--- src/rtl/core/mof_pkg.sv ---
`timescale 1ns / 1ps
`default_nettype none
// ----------------------------------------------------------------------------
// mof_pkg: shared types for the move-operation folder
// Operation and feature codes, flag bit positions, and the structs that
// carry an operation, a finished feature and a push group between modules.
// ----------------------------------------------------------------------------
package mof_pkg;

    // Operation kinds; codes above MODE_MATCH are invalid and skipped
    typedef enum logic [3:0] {
        MODE_CAPLEN = 4'd0,
        MODE_CAPCHR = 4'd1,
        MODE_CAPEND = 4'd2,
        MODE_JFWD   = 4'd3,
        MODE_JBACK  = 4'd4,
        MODE_JABS   = 4'd5,
        MODE_JEND   = 4'd6,
        MODE_FFWD   = 4'd7,
        MODE_FREV   = 4'd8,
        MODE_MATCH  = 4'd9
    } mode_t;

    // Feature kinds on the result side
    typedef enum logic [2:0] {
        FT_REL_FWD  = 3'd0,
        FT_REL_BACK = 3'd1,
        FT_ABS_HEAD = 3'd2,
        FT_ABS_END  = 3'd3,
        FT_FIND_FWD = 3'd4,
        FT_FIND_REV = 3'd5
    } feature_t;

    // Bit positions inside the held flags
    localparam int FLAG_BITS     = 4;
    localparam int FLAG_FIND_BIT = 0;
    localparam int FLAG_END_BIT  = 1;
    localparam int FLAG_HABS_BIT = 2;
    localparam int FLAG_REV_BIT  = 3;

    // Stream payload widths
    localparam int S_TDATA_BITS = 40;
    localparam int S_TUSER_BITS = 4;
    localparam int M_TDATA_BITS = 48;
    localparam int M_TUSER_BITS = 4;

    // Result queue geometry
    localparam int RESULT_DEPTH = 4;
    localparam int PTR_BITS     = 2;
    localparam int COUNT_BITS   = 3;

    typedef struct packed {
        mode_t       mode;
        logic [15:0] operand;
        logic [15:0] keyword_handle;
        logic [7:0]  keyword_length;
        logic        final_op;
    } op_t;

    typedef struct packed {
        feature_t           feature_type;
        logic signed [16:0] feature_value;
        logic               has_keyword;
        logic [15:0]        keyword_handle;
        logic [7:0]         keyword_length;
        logic               is_last;
    } result_t;

    // Zero, one or two features produced by one operation, in order
    typedef struct packed {
        logic [1:0] count;
        result_t    first;
        result_t    second;
    } push_t;

endpackage
`default_nettype wire

--- src/rtl/core/mof_fold.sv ---
`timescale 1ns / 1ps
`default_nettype none
// ----------------------------------------------------------------------------
// mof_fold: operation register and fold logic
// Registers one operation, merges it into the held move tuple and produces
// up to two features per operation for the result queue.
// ----------------------------------------------------------------------------
module mof_fold #(
    parameter int VALUE_BITS = 18
) (
    input  wire logic           clk,
    input  wire logic           rst_n,
    input  wire logic           in_valid,
    output logic                in_ready,
    input  wire mof_pkg::op_t   in_op,
    input  wire logic           room,
    output mof_pkg::push_t      push
);

    localparam int SUM_BITS = ((VALUE_BITS > 17) ? VALUE_BITS : 17) + 1;
    localparam logic signed [SUM_BITS-1:0] HELD_MAX =
        SUM_BITS'((64'sd1 <<< (VALUE_BITS - 1)) - 64'sd1);
    localparam logic signed [SUM_BITS-1:0] HELD_MIN =
        SUM_BITS'(-(64'sd1 <<< (VALUE_BITS - 1)));
    localparam logic signed [SUM_BITS-1:0] FEAT_MAX = SUM_BITS'(64'sd65535);
    localparam logic signed [SUM_BITS-1:0] FEAT_MIN = SUM_BITS'(-64'sd65536);

    logic                                  stage_valid_reg;
    mof_pkg::op_t                          stage_reg;
    logic                                  holding_reg;
    logic                                  holding_next;
    logic [mof_pkg::FLAG_BITS-1:0]         held_flags_reg;
    logic [mof_pkg::FLAG_BITS-1:0]         held_flags_next;
    logic signed [VALUE_BITS-1:0]          held_value_reg;
    logic signed [VALUE_BITS-1:0]          held_value_next;
    logic                                  step_fire;

    logic                                  is_valid;
    logic [mof_pkg::FLAG_BITS-1:0]         new_flags;
    logic signed [16:0]                    opnd;
    logic signed [16:0]                    cand_value;
    logic signed [SUM_BITS-1:0]            sum;
    logic signed [VALUE_BITS-1:0]          add_value;
    logic signed [VALUE_BITS-1:0]          rep_value;
    logic                                  merge_add;
    logic                                  merge_rep;
    logic                                  first_valid;
    logic                                  second_valid;
    mof_pkg::result_t                      first;
    mof_pkg::result_t                      second;

    // Saturate a widened value to the held range
    function automatic logic signed [VALUE_BITS-1:0] sat_held(
        input logic signed [SUM_BITS-1:0] s
    );
        logic signed [SUM_BITS-1:0] c;
        begin
            if (s > HELD_MAX)
                c = HELD_MAX;
            else if (s < HELD_MIN)
                c = HELD_MIN;
            else
                c = s;
            return c[VALUE_BITS-1:0];
        end
    endfunction

    // Build a feature from a held tuple
    function automatic mof_pkg::result_t make_feature(
        input logic [mof_pkg::FLAG_BITS-1:0] flags,
        input logic signed [VALUE_BITS-1:0]  value,
        input logic                          kw,
        input logic [15:0]                   handle,
        input logic [7:0]                    length,
        input logic                          last
    );
        mof_pkg::result_t           r;
        logic signed [SUM_BITS-1:0] wide;
        logic signed [SUM_BITS-1:0] clipped;
        begin
            wide = SUM_BITS'(value);
            if (wide > FEAT_MAX)
                clipped = FEAT_MAX;
            else if (wide < FEAT_MIN)
                clipped = FEAT_MIN;
            else
                clipped = wide;
            if (flags[mof_pkg::FLAG_FIND_BIT])
                r.feature_type = flags[mof_pkg::FLAG_REV_BIT] ? mof_pkg::FT_FIND_REV
                                                              : mof_pkg::FT_FIND_FWD;
            else if (flags[mof_pkg::FLAG_HABS_BIT])
                r.feature_type = mof_pkg::FT_ABS_HEAD;
            else if (flags[mof_pkg::FLAG_END_BIT])
                r.feature_type = mof_pkg::FT_ABS_END;
            else
                r.feature_type = value[VALUE_BITS-1] ? mof_pkg::FT_REL_BACK
                                                     : mof_pkg::FT_REL_FWD;
            r.feature_value  = clipped[16:0];
            r.has_keyword    = kw;
            r.keyword_handle = kw ? handle : 16'd0;
            r.keyword_length = kw ? length : 8'd0;
            r.is_last        = last;
            return r;
        end
    endfunction

    // Step when the queue can take two features
    assign step_fire = stage_valid_reg && room;
    assign in_ready  = !stage_valid_reg || room;

    // Hold the incoming operation
    always_ff @(posedge clk or negedge rst_n)
    begin
        if (!rst_n)
        begin
            stage_valid_reg <= 1'b0;
        end
        else if (in_ready)
        begin
            stage_valid_reg <= in_valid;
        end
    end

    always_ff @(posedge clk)
    begin
        if (in_valid && in_ready)
        begin
            stage_reg <= in_op;
        end
    end

    // Decode the operation into a candidate tuple
    always_comb
    begin
        is_valid   = (stage_reg.mode <= mof_pkg::MODE_MATCH);
        opnd       = {1'b0, stage_reg.operand};
        new_flags  = '0;
        cand_value = '0;
        case (stage_reg.mode)
            mof_pkg::MODE_CAPLEN, mof_pkg::MODE_JFWD:
            begin
                cand_value = opnd;
            end
            mof_pkg::MODE_CAPCHR, mof_pkg::MODE_FFWD:
            begin
                new_flags[mof_pkg::FLAG_FIND_BIT] = 1'b1;
                cand_value = opnd;
            end
            mof_pkg::MODE_FREV:
            begin
                new_flags[mof_pkg::FLAG_FIND_BIT] = 1'b1;
                new_flags[mof_pkg::FLAG_REV_BIT]  = 1'b1;
                cand_value = opnd;
            end
            mof_pkg::MODE_CAPEND:
            begin
                new_flags[mof_pkg::FLAG_END_BIT] = 1'b1;
            end
            mof_pkg::MODE_JBACK:
            begin
                cand_value = -opnd;
            end
            mof_pkg::MODE_JABS:
            begin
                new_flags[mof_pkg::FLAG_HABS_BIT] = 1'b1;
                cand_value = opnd;
            end
            mof_pkg::MODE_JEND:
            begin
                new_flags[mof_pkg::FLAG_END_BIT] = 1'b1;
                cand_value = -opnd;
            end
            default:
            begin
                cand_value = '0;
            end
        endcase
        sum       = SUM_BITS'(held_value_reg) + SUM_BITS'(cand_value);
        add_value = sat_held(sum);
        rep_value = sat_held(SUM_BITS'(cand_value));
    end

    // Decide whether the operation folds into the held tuple
    always_comb
    begin
        merge_add = 1'b0;
        merge_rep = 1'b0;
        if (held_flags_reg[mof_pkg::FLAG_FIND_BIT])
        begin
            merge_add = 1'b0;
        end
        else if (held_flags_reg[mof_pkg::FLAG_END_BIT])
        begin
            merge_add = (stage_reg.mode == mof_pkg::MODE_JBACK);
            merge_rep = (stage_reg.mode == mof_pkg::MODE_CAPEND) ||
                        (stage_reg.mode == mof_pkg::MODE_JEND);
        end
        else
        begin
            merge_add = (stage_reg.mode == mof_pkg::MODE_CAPLEN) ||
                        (stage_reg.mode == mof_pkg::MODE_JFWD) ||
                        (stage_reg.mode == mof_pkg::MODE_JBACK);
            merge_rep = (stage_reg.mode == mof_pkg::MODE_JABS);
        end
    end

    // Update the tuple and produce features
    always_comb
    begin
        holding_next    = holding_reg;
        held_flags_next = held_flags_reg;
        held_value_next = held_value_reg;
        first_valid     = 1'b0;
        second_valid    = 1'b0;
        first           = make_feature(held_flags_reg, held_value_reg, 1'b0,
                                       16'd0, 8'd0, 1'b0);
        second          = first;
        if (stage_reg.mode == mof_pkg::MODE_MATCH)
        begin
            first_valid     = 1'b1;
            first           = make_feature(held_flags_reg, held_value_reg, 1'b1,
                                           stage_reg.keyword_handle,
                                           stage_reg.keyword_length,
                                           stage_reg.final_op);
            holding_next    = 1'b0;
            held_flags_next = '0;
            held_value_next = '0;
        end
        else
        begin
            if (is_valid)
            begin
                if (!holding_reg)
                begin
                    holding_next    = 1'b1;
                    held_flags_next = new_flags;
                    held_value_next = rep_value;
                end
                else if (merge_add)
                begin
                    held_value_next = add_value;
                end
                else if (merge_rep)
                begin
                    held_value_next = rep_value;
                    held_flags_next = held_flags_reg | new_flags;
                end
                else
                begin
                    first_valid     = 1'b1;
                    held_flags_next = new_flags;
                    held_value_next = rep_value;
                end
            end
            if (stage_reg.final_op)
            begin
                second_valid    = holding_next;
                second          = make_feature(held_flags_next, held_value_next, 1'b0,
                                               16'd0, 8'd0, 1'b1);
                holding_next    = 1'b0;
                held_flags_next = '0;
                held_value_next = '0;
            end
        end
    end

    // Pack the features in emission order
    always_comb
    begin
        push.count  = step_fire ? ({1'b0, first_valid} + {1'b0, second_valid}) : 2'd0;
        push.first  = first_valid ? first : second;
        push.second = second;
    end

    // Advance the held tuple
    always_ff @(posedge clk or negedge rst_n)
    begin
        if (!rst_n)
        begin
            holding_reg    <= 1'b0;
            held_flags_reg <= '0;
            held_value_reg <= '0;
        end
        else if (step_fire)
        begin
            holding_reg    <= holding_next;
            held_flags_reg <= held_flags_next;
            held_value_reg <= held_value_next;
        end
    end

    // Idle means an all-zero tuple
    assert property (@(posedge clk) disable iff (!rst_n)
        !holding_reg |-> (held_flags_reg == '0) && (held_value_reg == '0))
        else $error("idle with nonzero held tuple");

    // A final operation leaves the block idle
    assert property (@(posedge clk) disable iff (!rst_n)
        step_fire && stage_reg.final_op |=> !holding_reg)
        else $error("tuple still held after final operation");

    // A keyword operation yields exactly one feature
    assert property (@(posedge clk) disable iff (!rst_n)
        step_fire && (stage_reg.mode == mof_pkg::MODE_MATCH) |-> push.count == 2'd1)
        else $error("keyword operation feature count wrong");

    // Reverse only appears on find tuples
    assert property (@(posedge clk) disable iff (!rst_n)
        held_flags_reg[mof_pkg::FLAG_REV_BIT] |-> held_flags_reg[mof_pkg::FLAG_FIND_BIT])
        else $error("reverse flag without find flag");

endmodule
`default_nettype wire

--- src/rtl/core/mof_result_fifo.sv ---
`timescale 1ns / 1ps
`default_nettype none
// ----------------------------------------------------------------------------
// mof_result_fifo: result queue
// Four-entry queue that takes up to two features per cycle and presents one
// feature per cycle to the output stream while out_ready is high.
// ----------------------------------------------------------------------------
module mof_result_fifo (
    input  wire logic             clk,
    input  wire logic             rst_n,
    input  wire mof_pkg::push_t   push,
    output logic                  room,
    output logic                  out_valid,
    input  wire logic             out_ready,
    output mof_pkg::result_t      out_result
);

    mof_pkg::result_t                   mem [mof_pkg::RESULT_DEPTH];
    logic [mof_pkg::PTR_BITS-1:0]       wr_ptr_reg;
    logic [mof_pkg::PTR_BITS-1:0]       rd_ptr_reg;
    logic [mof_pkg::COUNT_BITS-1:0]     count_reg;
    logic [mof_pkg::COUNT_BITS-1:0]     count_next;
    logic                               pop;

    assign pop        = out_valid && out_ready;
    assign out_valid  = (count_reg != '0);
    assign out_result = mem[rd_ptr_reg];
    assign room       = (count_reg <= mof_pkg::COUNT_BITS'(mof_pkg::RESULT_DEPTH - 2));
    assign count_next = count_reg + mof_pkg::COUNT_BITS'(push.count)
                      - mof_pkg::COUNT_BITS'(pop);

    // Write incoming features
    always_ff @(posedge clk)
    begin
        if (push.count != 2'd0)
        begin
            mem[wr_ptr_reg] <= push.first;
        end
        if (push.count == 2'd2)
        begin
            mem[wr_ptr_reg + 1'b1] <= push.second;
        end
    end

    // Advance pointers and fill level
    always_ff @(posedge clk or negedge rst_n)
    begin
        if (!rst_n)
        begin
            wr_ptr_reg <= '0;
            rd_ptr_reg <= '0;
            count_reg  <= '0;
        end
        else
        begin
            wr_ptr_reg <= wr_ptr_reg + mof_pkg::PTR_BITS'(push.count);
            rd_ptr_reg <= rd_ptr_reg + mof_pkg::PTR_BITS'(pop);
            count_reg  <= count_next;
        end
    end

    // Pushes only arrive when two entries are free
    assert property (@(posedge clk) disable iff (!rst_n)
        push.count != 2'd0 |->
            count_reg <= mof_pkg::COUNT_BITS'(mof_pkg::RESULT_DEPTH - 2))
        else $error("push into a queue without room");

    // Fill level never passes the depth
    assert property (@(posedge clk) disable iff (!rst_n)
        count_reg <= mof_pkg::COUNT_BITS'(mof_pkg::RESULT_DEPTH))
        else $error("queue fill level out of range");

    // A lone pop drops the fill level by one
    assert property (@(posedge clk) disable iff (!rst_n)
        pop && (push.count == 2'd0) |=> count_reg == $past(count_reg) - 1'b1)
        else $error("queue fill level not decremented");

endmodule
`default_nettype wire

--- src/rtl/core/move_op_folder.sv ---
`timescale 1ns / 1ps
`default_nettype none
// ----------------------------------------------------------------------------
// move_op_folder: pattern move-operation folder
// Folds runs of constant moves into one held tuple and emits a feature on a
// keyword, on an operation that cannot be merged, and at the final operation.
//
//   Channel   Direction  Payload
//   s_*       in         operation: tuser = mode, tdata = operand/keyword,
//                        tlast = final_op
//   m_*       out        feature: tuser = type/has_keyword, tdata = value/
//                        keyword, tlast = is_last
//
// One operation per cycle is accepted while the queue has room; an operation
// passes the operation register, then the result queue. It can yield two
// features, and the single-output queue then sets the rate: the four-entry
// queue must have two free entries before the next operation is folded. Reset
// clears the held tuple, the operation register and the queue. Output stalls
// back up through the queue into s_tready.
// ----------------------------------------------------------------------------
module move_op_folder #(
    parameter int VALUE_BITS = 18
) (
    input  wire logic                               clk,
    input  wire logic                               rst_n,
    input  wire logic                               s_tvalid,
    output logic                                    s_tready,
    // [15:0] operand, [31:16] keyword_handle, [39:32] keyword_length
    input  wire logic [mof_pkg::S_TDATA_BITS-1:0]   s_tdata,
    // [3:0] mode
    input  wire logic [mof_pkg::S_TUSER_BITS-1:0]   s_tuser,
    input  wire logic                               s_tlast,
    output logic                                    m_tvalid,
    input  wire logic                               m_tready,
    // [16:0] feature_value, [32:17] out_keyword_handle,
    // [40:33] out_keyword_length, [47:41] zero
    output logic [mof_pkg::M_TDATA_BITS-1:0]        m_tdata,
    // [2:0] feature_type, [3] has_keyword
    output logic [mof_pkg::M_TUSER_BITS-1:0]        m_tuser,
    output logic                                    m_tlast
);

    mof_pkg::op_t     in_op;
    mof_pkg::push_t   push;
    mof_pkg::result_t out_result;
    logic             room;

    // Unpack the operation transaction
    always_comb
    begin
        in_op.mode           = mof_pkg::mode_t'(s_tuser);
        in_op.operand        = s_tdata[15:0];
        in_op.keyword_handle = s_tdata[31:16];
        in_op.keyword_length = s_tdata[39:32];
        in_op.final_op       = s_tlast;
    end

    mof_fold #(
        .VALUE_BITS (VALUE_BITS)
    ) u_fold (
        .clk      (clk),
        .rst_n    (rst_n),
        .in_valid (s_tvalid),
        .in_ready (s_tready),
        .in_op    (in_op),
        .room     (room),
        .push     (push)
    );

    mof_result_fifo u_result_fifo (
        .clk        (clk),
        .rst_n      (rst_n),
        .push       (push),
        .room       (room),
        .out_valid  (m_tvalid),
        .out_ready  (m_tready),
        .out_result (out_result)
    );

    // Pack the feature transaction
    assign m_tdata = {7'd0, out_result.keyword_length, out_result.keyword_handle,
                      out_result.feature_value};
    assign m_tuser = {out_result.has_keyword, out_result.feature_type};
    assign m_tlast = out_result.is_last;

endmodule
`default_nettype wire
--- config.mk ---
export PLATFORM = sky130hd
export DESIGN_NAME = move_op_folder
export DESIGN_NICKNAME = d
export VERILOG_FILES = /design/src/rtl/core/mof_pkg.sv /design/src/rtl/core/mof_fold.sv /design/src/rtl/core/mof_result_fifo.sv /design/src/rtl/core/move_op_folder.sv
export SDC_FILE = /design/constraint.sdc
export NUM_CORES = 1
export LEC_CHECK = 0
export BUFFER_PORTS_ARGS = -buffer_cell sky130_fd_sc_hd__buf_2
export CORE_MARGIN = 3
export CORE_UTILIZATION = 61
export DETAILED_ROUTE_END_ITERATION = 10
export GPL_TIMING_DRIVEN = 0
export HOLD_SLACK_MARGIN = 0.1
export PLACE_DENSITY = 0.81
export SETUP_SLACK_MARGIN = 0.15
export SLEW_MARGIN = 25
export SYNTH_ARGS = -nofsm -noshare
export SYNTH_HDL_FRONTEND = slang
export SYNTH_SLANG_ARGS = --single-unit
--- constraint.sdc ---
create_clock -name clk -period 6.4 [get_ports clk]
set_clock_uncertainty 0.2 [all_clocks]
set_input_delay 0.32 -clock clk [delete_from_list [all_inputs] [get_ports clk]]
set_output_delay 0.32 -clock clk [all_outputs]
set_load 0.03 [all_outputs]
## After elaboration in Yosys (flattened, before gate mapping)

Memories as Yosys holds them, arrays and structs flattened.
Cells that the tools add are included.

- Add/sub/neg operators: 8
- Order comparisons: 10
- Equality and inequality tests: 10
- Multiplexer cells: 59
- Bitwise logic cells: 1
- Reduce and logical (&&, ||, !) cells: 15

Operators with widths:

| kind | count |
|---|---|
| $mux 18 | 10 |
| $mux 46 | 3 |
| $mux 17 | 4 |
| $gt 18x17->1 const B | 2 |
| $lt 18x17->1 const B | 2 |
| $pmux 17 s2 | 1 |
| $mux 4 | 7 |
| $mux 1 | 26 |
| $mux 26 | 1 |
| $add 18x17->19 | 1 |
| $gt 19x18->1 const B | 1 |
| $lt 19x18->1 const B | 1 |
| $gt 17x18->1 const B | 1 |
| $lt 17x18->1 const B | 1 |
| $mux 3 | 6 |
| $neg 16->17 | 1 |
| $eq 4x3->1 const B | 4 |
| $eq 4x2->1 const B | 2 |
| $eq 4x4->1 const B | 2 |
| $reduce_or 6->1 | 1 |
| $eq 4x1->1 const B | 1 |
| $le 4x4->1 const B | 1 |
| $logic_not 4->1 | 1 |
| $logic_or 1x1->1 | 4 |
| other kinds (16) | 19 |

- Register bits after elaboration: 76
- RAM bits: 184
- Input bits: 49
- Output and inout bits: 55
- Memories kept: 1

Memory list:

| memory | depth | width | read ports | clocked after Yosys merged registers in | write ports | RTL line | text |
|---|---|---|---|---|---|---|---|
| u_result_fifo.mem | 4 | 46 | 1 | 0 | 2 | mof_result_fifo.sv:18 | `mof_pkg::result_t mem [mof_pkg::RESULT_DEPTH];` |

## Depth between registers and ports, before layout

Gate-level depths: netlist of run 1.

- Depth after elaboration: 18
- Depth in mapped cells: 21
- Depth with buffers taken out: 19

## By module

From an unflattened synthesis of run 1, not the netlist that was laid out.

- Cells, all modules: 1,160
- Area, all modules: 15,265.9 um2

Modules (own cells, without submodules):

| module | times used | cells each | area an instance (um2) | seq. area each (um2) |
|---|---|---|---|---|
| mof_result_fifo | 1 | 490 | 9,673.0 | 5,700.5 |
| mof_fold | 1 | 662 | 5,536.6 | 1,951.9 |
| move_op_folder | 1 | 8 | 56.3 | 0.0 |

## Worst setup path before layout of run 1

Ideal clock, no wire load.

- Kind: reg2reg
- Start point: register u_fold.stage_reg, in the netlist u_fold.opnd[1]
- End point: memory u_result_fifo.mem[2][38] (netlist name) (data pin)
- Library setup time: 274 ps
- Arrival: 4,226 ps
- Required time: 5,926 ps
- Path slack: 1,700 ps
- Cell stages (with the launch flop): 20
- Path buffers: 3
- Clock period less this slack: 4,700 ps
- Path through: edfxtp_1 > nor4_2 > nand4_1 > or3_1 > or3_1 > o21ai_0 > a22o_1 > ha_1 > clkbuf_2 > inv_1 > o31ai_2 > or2_2 > o31a_1 > buf_2 > a211oi_2 > o22ai_2 > buf_6 > a2111o_1 > a21oi_2 > o22ai_1

RTL lines:

| item | RTL line | text |
|---|---|---|
| from (decl) | mof_fold.sv:29 | `mof_pkg::op_t stage_reg;` |
| from (signal assigned) | mof_fold.sv:128 | `stage_reg <= in_op;` |
| to (decl) | mof_result_fifo.sv:18 |  |

==> results.ini, run 1 <==
[status]
status = completed

[logic_synthesis]
synth_edf_count = 129
synthFlopType = edfxtp_1
synth_seq_cells = 260
syn_inst = 1334
seq_area_frac_synth_pct = 50.0
avgSynthCellArea_sq_um = 9.97
synth_cell_types = 80
synth_area_sq_um = 13300
ys.warnings.count = 0
async_flop_share_pct = 11.9

[drt]
antenna_left = 0
drc = 0
routedWlPerCell_um = 19.9
drtIter0Drc = 1495
dr.pass1.iters = 6
via_per_inst = 6.33
via_count = 11500
finalWirelength_mm = 36.0

[floorplanning]
initial_utilization_pct = 62.7
die_area_sq_um = 23600
core_area_sq_um = 21200
die_y_um = 154
row_count = 53
die_w_um = 154
num_io_pins = 104

[finish]
regArea_sq_um = 6650
fin_util_pct = 73.7
fin_area_sq_um = 15600
stdcell_count = 1812
nFillCells = 1465
synthToLayoutAreaGrowth_pct = 17.6
layout-drive-gt1-share_pct = 16.2
largest_register_ffs = 184
diodes = 0
multi_input_area_sq_um = 6170
nets = 1594

[sta]
min_period_ns = 5.81
holdWs_ns = 0.146
worst_pin_slew_ns = 0.997
relSlewSlack_pct = 33.5
final_max_slew_viol_count = 0
rsz0062_at_grt = no
setup_violations = 0
post-route-period-util_pct = 90.8
hold_viol_final = 0
fmax_mhz = 172
fin_setup_tns_ns = 0
timing.final.ws_setup_ns = 0.590

[clocking]
numCtsBuffers = 27
ctsLongestPathBuffers = 3
clock_sinks = 260
tritoncts = done
clock_latency_ns = 0.55
cts_max_level = 1
cts_root_buf = clkbuf_16
path_clk_slew_ns = 0.06

[place]
place_inst = 1713
placed_area_sq_um = 14200
gp_congestion = 0.940
portBuffers = 96
pre_cts_ws_ns = 0.751
hpwlAfterDp_mm = 25.2

[global_route]
grt_util_met3_pct = 4.45
antenna_found_initial = 0
grt_usage_pct = 29.7
grt_max_degree = 33
busiest_layer = met2
grt_pass1_vias = 11100
grt.overflow.total = 0
use_met2_pct = 47.7
grt_pass1_wl_mm = 57.4
use_met1_pct = 41.8

[critical_path]
timing.rr.end = u_result_fifo.mem[3][0]
crit_type = reg2reg
cp_data_arrival_time_ns = 5.73
worstPathRequired_ns = 6.33
start_kind = register
r2r_cells = 14
crit_path_end_kind = register
reg2reg_slack_ns = 0.59
crit_fanout = 11
worst_r2r_startpoint = u_fold.held_flags_reg[0]

[job]
drv_cap = 0

[power]
p_sw_mw = 3.07
power.total_mw = 7.36
seq_power_share_pct = 33.2
swShare_pct = 41.7
cell_internal_pwr_mw = 4.29
irDropWorstVdd_v = 0.000265
p_clk_share_pct = 22.1
p_per_area_nw_per_um2 = 470
p_leak_nw = 5.78
combPwrFrac_pct = 44.7

[worst_hold_path]
worstHoldPathType = in2async

==> critical path, cell delays in order (launching register included) <==
cell and delay [ns]:
dfrtp_1 0.36, clkbuf_1 0.23, nor2_1 0.29, o2111ai_1 0.24
a31oi_1 0.63, inv_2 0.15, clkbuf_1 0.27, ha_1 0.44
o21ai_1 0.42, or2_2 0.21, clkbuf_1 0.38, and2_1 0.20
clkbuf_1 0.35, clkbuf_2 0.41, clkinvlp_2 0.58
==> cells by family after synthesis <==
logic type	after synthesis	share of synthesized area, %
AOI/OAI and AO/OA	423	19.8
and+or+nand+nor	424	13.9
xor gates and xnor gates	20	1.32
adders and majority gates	31	2.97
other	1	0.0282
muxes	49	8.01
DFF	260	50.0
buffers and inverters	126	3.92
==> layout make-up <==
class | count | share of cell area [%]
flip-flops and latches | 260 | 42.5
clock buffers | 41 | 5.72
repair inverters | 2 | 0.0800
clock inverters | 8 | 0.344
multi-input cells | 954 | 39.4
inverters | 27 | 0.696
plain buffers | 99 | 2.70
well taps | 275 | 2.20
repair buffers | 146 | 6.32
==> power groups by stage <==
stage                     Sequential [mW]  Clock, mW  Combinational [mW]
after floorplan                      2.38          0                2.39
after global placement               2.44          0                3.07
after detailed placement             2.46          0                3.17
after CTS                            2.43       1.63                3.22
after global routing                 2.48       1.69                3.57
final                                2.44       1.63                3.29
==> what timing repair did <==
action | in CTS | in global routing
endpoints found under the setup margin | 0 | 29
hold endpoints to repair | 79 | 0
gates resized for setup | 0 | 7
hold buffers | 48 | 0
buffers inserted | 0 | 0
==> cells in the final DEF, fill, tap and decap left out, types with 7 or more instances in the layout <==
cell type,instances
a21o_1,7
a21oi_1,104
a22o_1,14
a22oi_1,7
a31oi_1,11
and2_1,11
buf_2,106
buf_4,8
clkbuf_1,74
clkbuf_16,32
conb_1,7
dfrtp_1,31
dfxtp_1,100
dlygate4sd3_1,48
edfxtp_1,129
ha_1,26
inv_1,24
mux4_2,46
nand2_1,173
nand2b_1,12
nand3_1,15
nor2_1,150
nor2b_1,7
nor3_1,7
o21ai_0,110
o22ai_1,84
o31ai_1,7
or2_2,8
or3_1,7
xnor2_1,11
xor2_1,9
==> worst max path at each step <==
stage,start,to,slack [ns]
floorplan,u_fold.opnd[1],u_result_fifo.mem[2][38],1.70
global placement,u_fold.stage_reg[44],u_result_fifo.mem[3][41],0.82
detailed placement,u_fold.stage_reg[43],u_result_fifo.mem[3][41],0.75
CTS,u_fold.stage_reg[43],u_result_fifo.mem[2][41],0.75
global route,u_fold.held_flags_reg[0],u_result_fifo.mem[3][28],0.26
finish,u_fold.held_flags_reg[0],u_result_fifo.mem[3][0],0.59
==> synth_stat cells (all sizes together) (4+ instances only) <==
cell type	n	area [sq um]
and2	12	75.1
a32o	4	40.0
o21ai	116	581
a211oi	10	95.1
xnor2	11	96.3
o31ai	8	65.1
a32oi	4	35.0
or3	7	43.8
mux4	46	1040
dfxtp	100	2000
clkbuf	75	284
nand4	6	37.5
a21oi	106	538
o22ai	86	551
a22oi	7	52.6
a31oi	11	68.8
dfrtp	31	776
o21a	5	37.5
nand2	175	657
edfxtp	129	3870
nor2b	7	43.8
a22o	14	123
nand2b	12	75.1
o211ai	5	37.5
nor4	8	56.3
nor2	150	563
a21o	7	52.6
a21boi	7	52.6
nor3	12	80.1
ha	26	325
xor2	9	78.8
and3	5	31.3
buf	24	136
inv	27	101
o221ai	5	43.8
nand3	15	75.1
or2	8	50.1
==> per-layer routing <==
metal / vias to the layer above / routed length [um]
li1: 5321 / -
met1: 5378 / 14400
met2: 664 / 16900
met3: 103 / 3480
met4: 0 / 1190
met5: - / 0
No activity file was read; power rests on OpenSTA's default activity.
==> run 2, diff against run 1 <==
--- a/config.mk
+++ b/config.mk
@@ -8,6 +8,7 @@
 export BUFFER_PORTS_ARGS = -buffer_cell sky130_fd_sc_hd__buf_2
 export CORE_MARGIN = 3
 export CORE_UTILIZATION = 61
+export CTS_BUF_LIST = sky130_fd_sc_hd__clkbuf_16
 export DETAILED_ROUTE_END_ITERATION = 10
 export GPL_TIMING_DRIVEN = 0
 export HOLD_SLACK_MARGIN = 0.1
==> results.ini, run 2 (synthesis gave the netlist of run 1 again) <==
[status]
status = completed

[place]
placed_area_sq_um = 14200
portBuffers = 96
pre_cts_ws_ns = 0.751
hpwlAfterDp_mm = 25.2
gp_congestion = 0.940
place_inst = 1713

[finish]
largest_register_ffs = 184
fin_util_pct = 73.5
diodes = 0
stdcell_count = 1812
layout_common_cells = nand2_1, nor2_1, edfxtp_1
nets = 1594
layout_commonest_cell = nand2_1
synthToLayoutAreaGrowth_pct = 17.2
layout-drive-gt1-share_pct = 16.0
fin_area_sq_um = 15600

[job]
drv_cap = 0

[sta]
timing.final.ws_setup_ns = 0.610
final_max_slew_viol_count = 0
fmax_mhz = 173
relSlewSlack_pct = 30.5
fin_setup_tns_ns = 0
worst_pin_slew_ns = 1.04
min_period_ns = 5.79
setup_violations = 0
hold_viol_final = 0
holdWs_ns = 0.156
post-route-period-util_pct = 90.5
rsz0062_at_grt = no

[clocking]
path_clk_slew_ns = 0.07
clock_latency_ns = 0.54
tritoncts = done
postCtsSetupBuffers = 0
numCtsBuffers = 27
clock_sinks = 260
cts_max_level = 1
ctsLongestPathBuffers = 3
cts_root_buf = clkbuf_16

[critical_path]
slowest_delay_ns = 0.63
crit_fanout = 11
crit_type = reg2reg
path_cells = clkbuf_1 -> nor2_1 -> o2111ai_1 -> a31oi_1 -> inv_2 -> clkbuf_1 -> ha_1 -> o21ai_1 -> or2_2 -> clkbuf_1 -> and2_1 -> clkbuf_1 -> clkbuf_2 -> clkinvlp_2
worstPathRequired_ns = 6.32
crit_path_end_kind = register
cp_data_arrival_time_ns = 5.71
start_kind = register
crit_family = buffers and inverters
cp_num_buf_inv = 7
critPathSlowestCell = a31oi_1
cp_common_cell = clkbuf_1

[power]
power.total_mw = 7.27
p_leak_nw = 5.77
irDropWorstVdd_v = 0.000263
p_per_area_nw_per_um2 = 467

[global_route]
grt_pass1_vias = 11100
antenna_found_initial = 0
grt_usage_pct = 29.7
grt_max_degree = 33
grt.overflow.total = 0
grt_pass1_wl_mm = 57.4

[drt]
via_count = 11400
drc = 0
routedWlPerCell_um = 19.8
via_per_inst = 6.30
antenna_left = 0
dr.pass1.iters = 7
finalWirelength_mm = 36.0
drtIter0Drc = 1419

[floorplanning]
initial_utilization_pct = 62.7
die_y_um = 154
num_io_pins = 104
die_w_um = 154
row_count = 53
die_area_sq_um = 23600
core_area_sq_um = 21200

[worst_hold_path]
worstHoldPathType = in2async

[run 2: cell types whose count changed in the layout (fill, tap and decap cells not counted), sizes merged]
cell	previous run	this run
clkinv	4	7
clkbuf	116	107
inv	29	35
[run 2: layer usage]
layer / up-vias / routed length, um / track usage, %
met2: 671 / 16800 / 47.5
met5: - / 0 / 0
met1: 5324 / 14300 / 41.8
li1: 5326 / - / -
met4: 0 / 1200 / 10.6
met3: 98 / 3620 / 4.39
[run 2: power by group]
part,internal (mW),switching [mW],leakage [nW]
combinational,1.14,2.15,2.91
clock,0.893,0.655,0.462
sequential,2.19,0.253,2.40
[run 2: layout make-up]
class,count,area [sq um]
Sequential cell,260,6650
Multi-Input combinational cell,954,6170
Fill cell,1471,5630
Timing Repair Buffer,146,988
Clock buffer,32,801
Buffer,99,423
Tap cell,275,344
Inverter,27,109
Clock inverter,17,87.6
Timing Repair inverter,2,12.5
[run 2: what timing repair did]
item / 4_1_cts / 5_1_grt
endpoints found under the hold margin: 79 / 0
gates resized for setup: 0 / 7
hold buffers: 48 / 0
endpoints found under the setup margin: 0 / 29
[run 2: path summary, 6_finish.rpt]
path / from / endpoint / slack [ns] / cells after the start
hold / removal: rst_n / u_result_fifo.rd_ptr_reg[1] / 0.16 / 2
max in group asynchronous: rst_n / u_result_fifo.count_reg[1] / 5.40 / 2
hold reg to reg: u_result_fifo.mem[3][7] / u_result_fifo.mem[3][7] / 0.25 / 2
min in group clk: u_result_fifo.mem[3][7] / u_result_fifo.mem[3][7] / 0.25 / 2
setup / recovery: u_fold.held_flags_reg[0] / u_result_fifo.mem[3][26] / 0.61 / 14
setup reg to reg: u_fold.held_flags_reg[0] / u_result_fifo.mem[3][26] / 0.61 / 14
==> run 3, diff against run 2 <==
--- a/config.mk
+++ b/config.mk
@@ -5,6 +5,7 @@
 export SDC_FILE = /design/constraint.sdc
 export NUM_CORES = 1
 export LEC_CHECK = 0
+export ABC_AREA = 1
 export BUFFER_PORTS_ARGS = -buffer_cell sky130_fd_sc_hd__buf_2
 export CORE_MARGIN = 3
 export CORE_UTILIZATION = 61
@@ -12,6 +13,7 @@
 export DETAILED_ROUTE_END_ITERATION = 10
 export GPL_TIMING_DRIVEN = 0
 export HOLD_SLACK_MARGIN = 0.1
+export MAX_ROUTING_LAYER = met4
 export PLACE_DENSITY = 0.81
 export SETUP_SLACK_MARGIN = 0.15
 export SLEW_MARGIN = 25
==> results.ini, run 3 <==
[logic_synthesis]
synth_area_sq_um = 13800
ys.warnings.count = 0
synth_edf_count = 129
synth_seq_cells = 260
seq_area_frac_synth_pct = 48.1
syn_inst = 1720
synth_cell_types = 48
yosys-top-cells-count = nand2_1, o21ai_0, nor2_1
async_flop_share_pct = 11.9
yosysMostFrequentCell = nand2_1
avgSynthCellArea_sq_um = 8.03
synth_top_area_share_pct = 28.0
synthFlopType = edfxtp_1
ys_top_cells_by_area = edfxtp_1, dfxtp_1, nand2_1
yosys.area.top_type = edfxtp_1

[worst_hold_path]
worstHoldPathType = in2async

[global_route]
use_met1_pct = 45.5
grt_util_met3_pct = 5.17
busiest_layer = met2
grt.overflow.total = 0
grt_pass1_wl_mm = 63.2
grt_pass1_vias = 12400
antenna_found_initial = 0
use_met2_pct = 51.8
grt_max_degree = 32
grt_usage_pct = 33.3

[finish]
nets = 1977
multi_input_area_sq_um = 6300
layout_common_cells = nand2_1, o21ai_0, nor2_1
largest_register_ffs = 184
layout_commonest_cell = nand2_1
synthToLayoutAreaGrowth_pct = 16.3
regArea_sq_um = 6650
layout-drive-gt1-share_pct = 12.8
fin_area_sq_um = 16100
diodes = 0
nFillCells = 1694

[clocking]
ctsLongestPathBuffers = 3
numCtsBuffers = 27
cts_max_level = 1
clock_sinks = 260
path_clk_slew_ns = 0.06
postCtsSetupBuffers = 0
clock_latency_ns = 0.56
cts_root_buf = clkbuf_16
tritoncts = done

[critical_path]
crit_family = simple AND/OR/NAND/NOR gates
worst_r2r_startpoint = u_fold.stage_reg[42]
cp_num_buf_inv = 7
start_kind = register
cp_common_cell = inv_1
timing.rr.end = u_result_fifo.mem[0][30]
path_cells = o21ai_0 -> buf_2 -> nand3_1 -> nand2_1 -> clkbuf_1 -> ha_1 -> inv_1 -> nor2_2 -> inv_1 -> nor2_1 -> inv_1 -> nor2_1 -> inv_1 -> buf_2 -> nand2_1
crit_path_end_kind = register
crit_type = reg2reg
slowest_delay_ns = 0.79
reg2reg_slack_ns = 0.79
worstPathRequired_ns = 6.38
critPathSlowestCell = nand2_1
crit_fanout = 21
r2r_cells = 15
cp_data_arrival_time_ns = 5.59

[sta]
setup_violations = 0
fin_setup_tns_ns = 0
worst_pin_slew_ns = 1.04
rsz0062_at_grt = no
final_max_slew_viol_count = 0
hold_viol_final = 0
post-route-period-util_pct = 87.6
fmax_mhz = 178
relSlewSlack_pct = 30.6
min_period_ns = 5.61

[floorplanning]
die_w_um = 157
die_area_sq_um = 24500
core_area_sq_um = 22000
num_io_pins = 104
die_y_um = 157
initial_utilization_pct = 62.7
row_count = 54

[drt]
drtIter0Drc = 1998
via_count = 13100
via_per_inst = 5.97
dr.pass1.iters = 7
finalWirelength_mm = 40.5
routedWlPerCell_um = 18.4
drc = 0
antenna_left = 0

[power]
p_leak_nw = 6.95
p_per_area_nw_per_um2 = 513
power.total_mw = 8.23
irDropWorstVdd_v = 0.000315

[place]
hpwlAfterDp_mm = 28.0
portBuffers = 96
gp_congestion = 0.929
placed_area_sq_um = 14700

[job]
drv_cap = 0

[status]
status = completed

run 3: cell types whose count changed after synthesis, sizes merged, moves of 12 or more:
| cell | delta |
|---|---|
| nand3 | +154 |
| mux4 | -46 |
| o21ai | +113 |
| a22o | -14 |
| a21oi | -34 |
| nor2 | +21 |
| nand2b | -12 |
| inv | +89 |
| nand2 | +226 |
run 3: cells by family after synthesis:
group	after synthesis	share of synthesized area (%)
simple gates	779	25.1
compound gates	416	16.4
flops	260	48.1
buf+inv	218	6.56
fa+ha+maj	28	2.64
xor+xnor	18	1.14
other cells	1	0.0271
run 3: worst max-delay path by stage:
| stage | start | to | slack (ns) | depth (start not counted) |
|---|---|---|---|---|
| after floorplan | u_fold.opnd[0] | u_result_fifo.mem[0][39] | 2.47 | 33 |
| after global placement | u_fold.stage_reg[42] | u_result_fifo.mem[3][37] | 1.0 | 14 |
| after detailed placement | u_fold.stage_reg[42] | u_result_fifo.mem[3][39] | 0.95 | 14 |
| after CTS | u_fold.stage_reg[43] | u_result_fifo.mem[3][39] | 0.90 | 14 |
| after global routing | u_fold.stage_reg[42] | u_result_fifo.mem[0][30] | 0.57 | 15 |
| final | u_fold.stage_reg[42] | u_result_fifo.mem[0][30] | 0.79 | 15 |
run 3: report_power, final:
part / leakage, nW / switching (mW) / internal (mW)
Sequential: 2.46 / 0.267 / 2.25
Clock: 0.471 / 0.657 / 0.842
Combinational: 4.02 / 2.96 / 1.26
Total: 6.95 / 3.89 / 4.35
run 3: per-stage QoR:
stage                     util [%]  cells  worst slack [ns]  hold WS, ns
after global routing          72.9   2201             0.568        0.209
after CTS                     72.9   2201             0.899        0.176
after detailed placement      66.9   2104             0.953        0.227
after global placement        66.6   2102             0.998        0.222
after floorplan                  -   1726              2.47       -0.176
final                         72.9   2201             0.792        0.157
run 3: cell type report:
cell class                      instances  area share, %
Tap cell                              280           2.18
Multi-Input combinational cell       1248           39.2
Clock buffer                           30           4.67
Buffer                                101           2.89
Inverter                              117           2.75
Sequential cell                       260           41.4
Clock inverter                         20          0.623
Timing Repair Buffer                  145           6.26
run 3: worst register-to-register path, cell delays in order, from the launching register on:
cell,delay (ns)
edfxtp_1,0.43
o21ai_0,0.46
buf_2,0.32
nand3_1,0.20
nand2_1,0.29
clkbuf_1,0.49
ha_1,0.26
inv_1,0.05
nor2_2,0.16
inv_1,0.11
nor2_1,0.22
inv_1,0.07
nor2_1,0.66
inv_1,0.26
buf_2,0.28
nand2_1,0.79
run 3: repair_timing:
| action | in CTS | in global routing |
|---|---|---|
| hold buffers | 47 | 0 |
| gates resized for setup | 0 | 0 |
| hold endpoints to repair | 81 | 0 |
run 3: routing by layer:
metal / up-vias / part of all wire (%)
li1: 6235 / -
met1: 5985 / 41
met2: 797 / 45
met3: 126 / 11
met4: 0 / 3.1
met5: - / 0
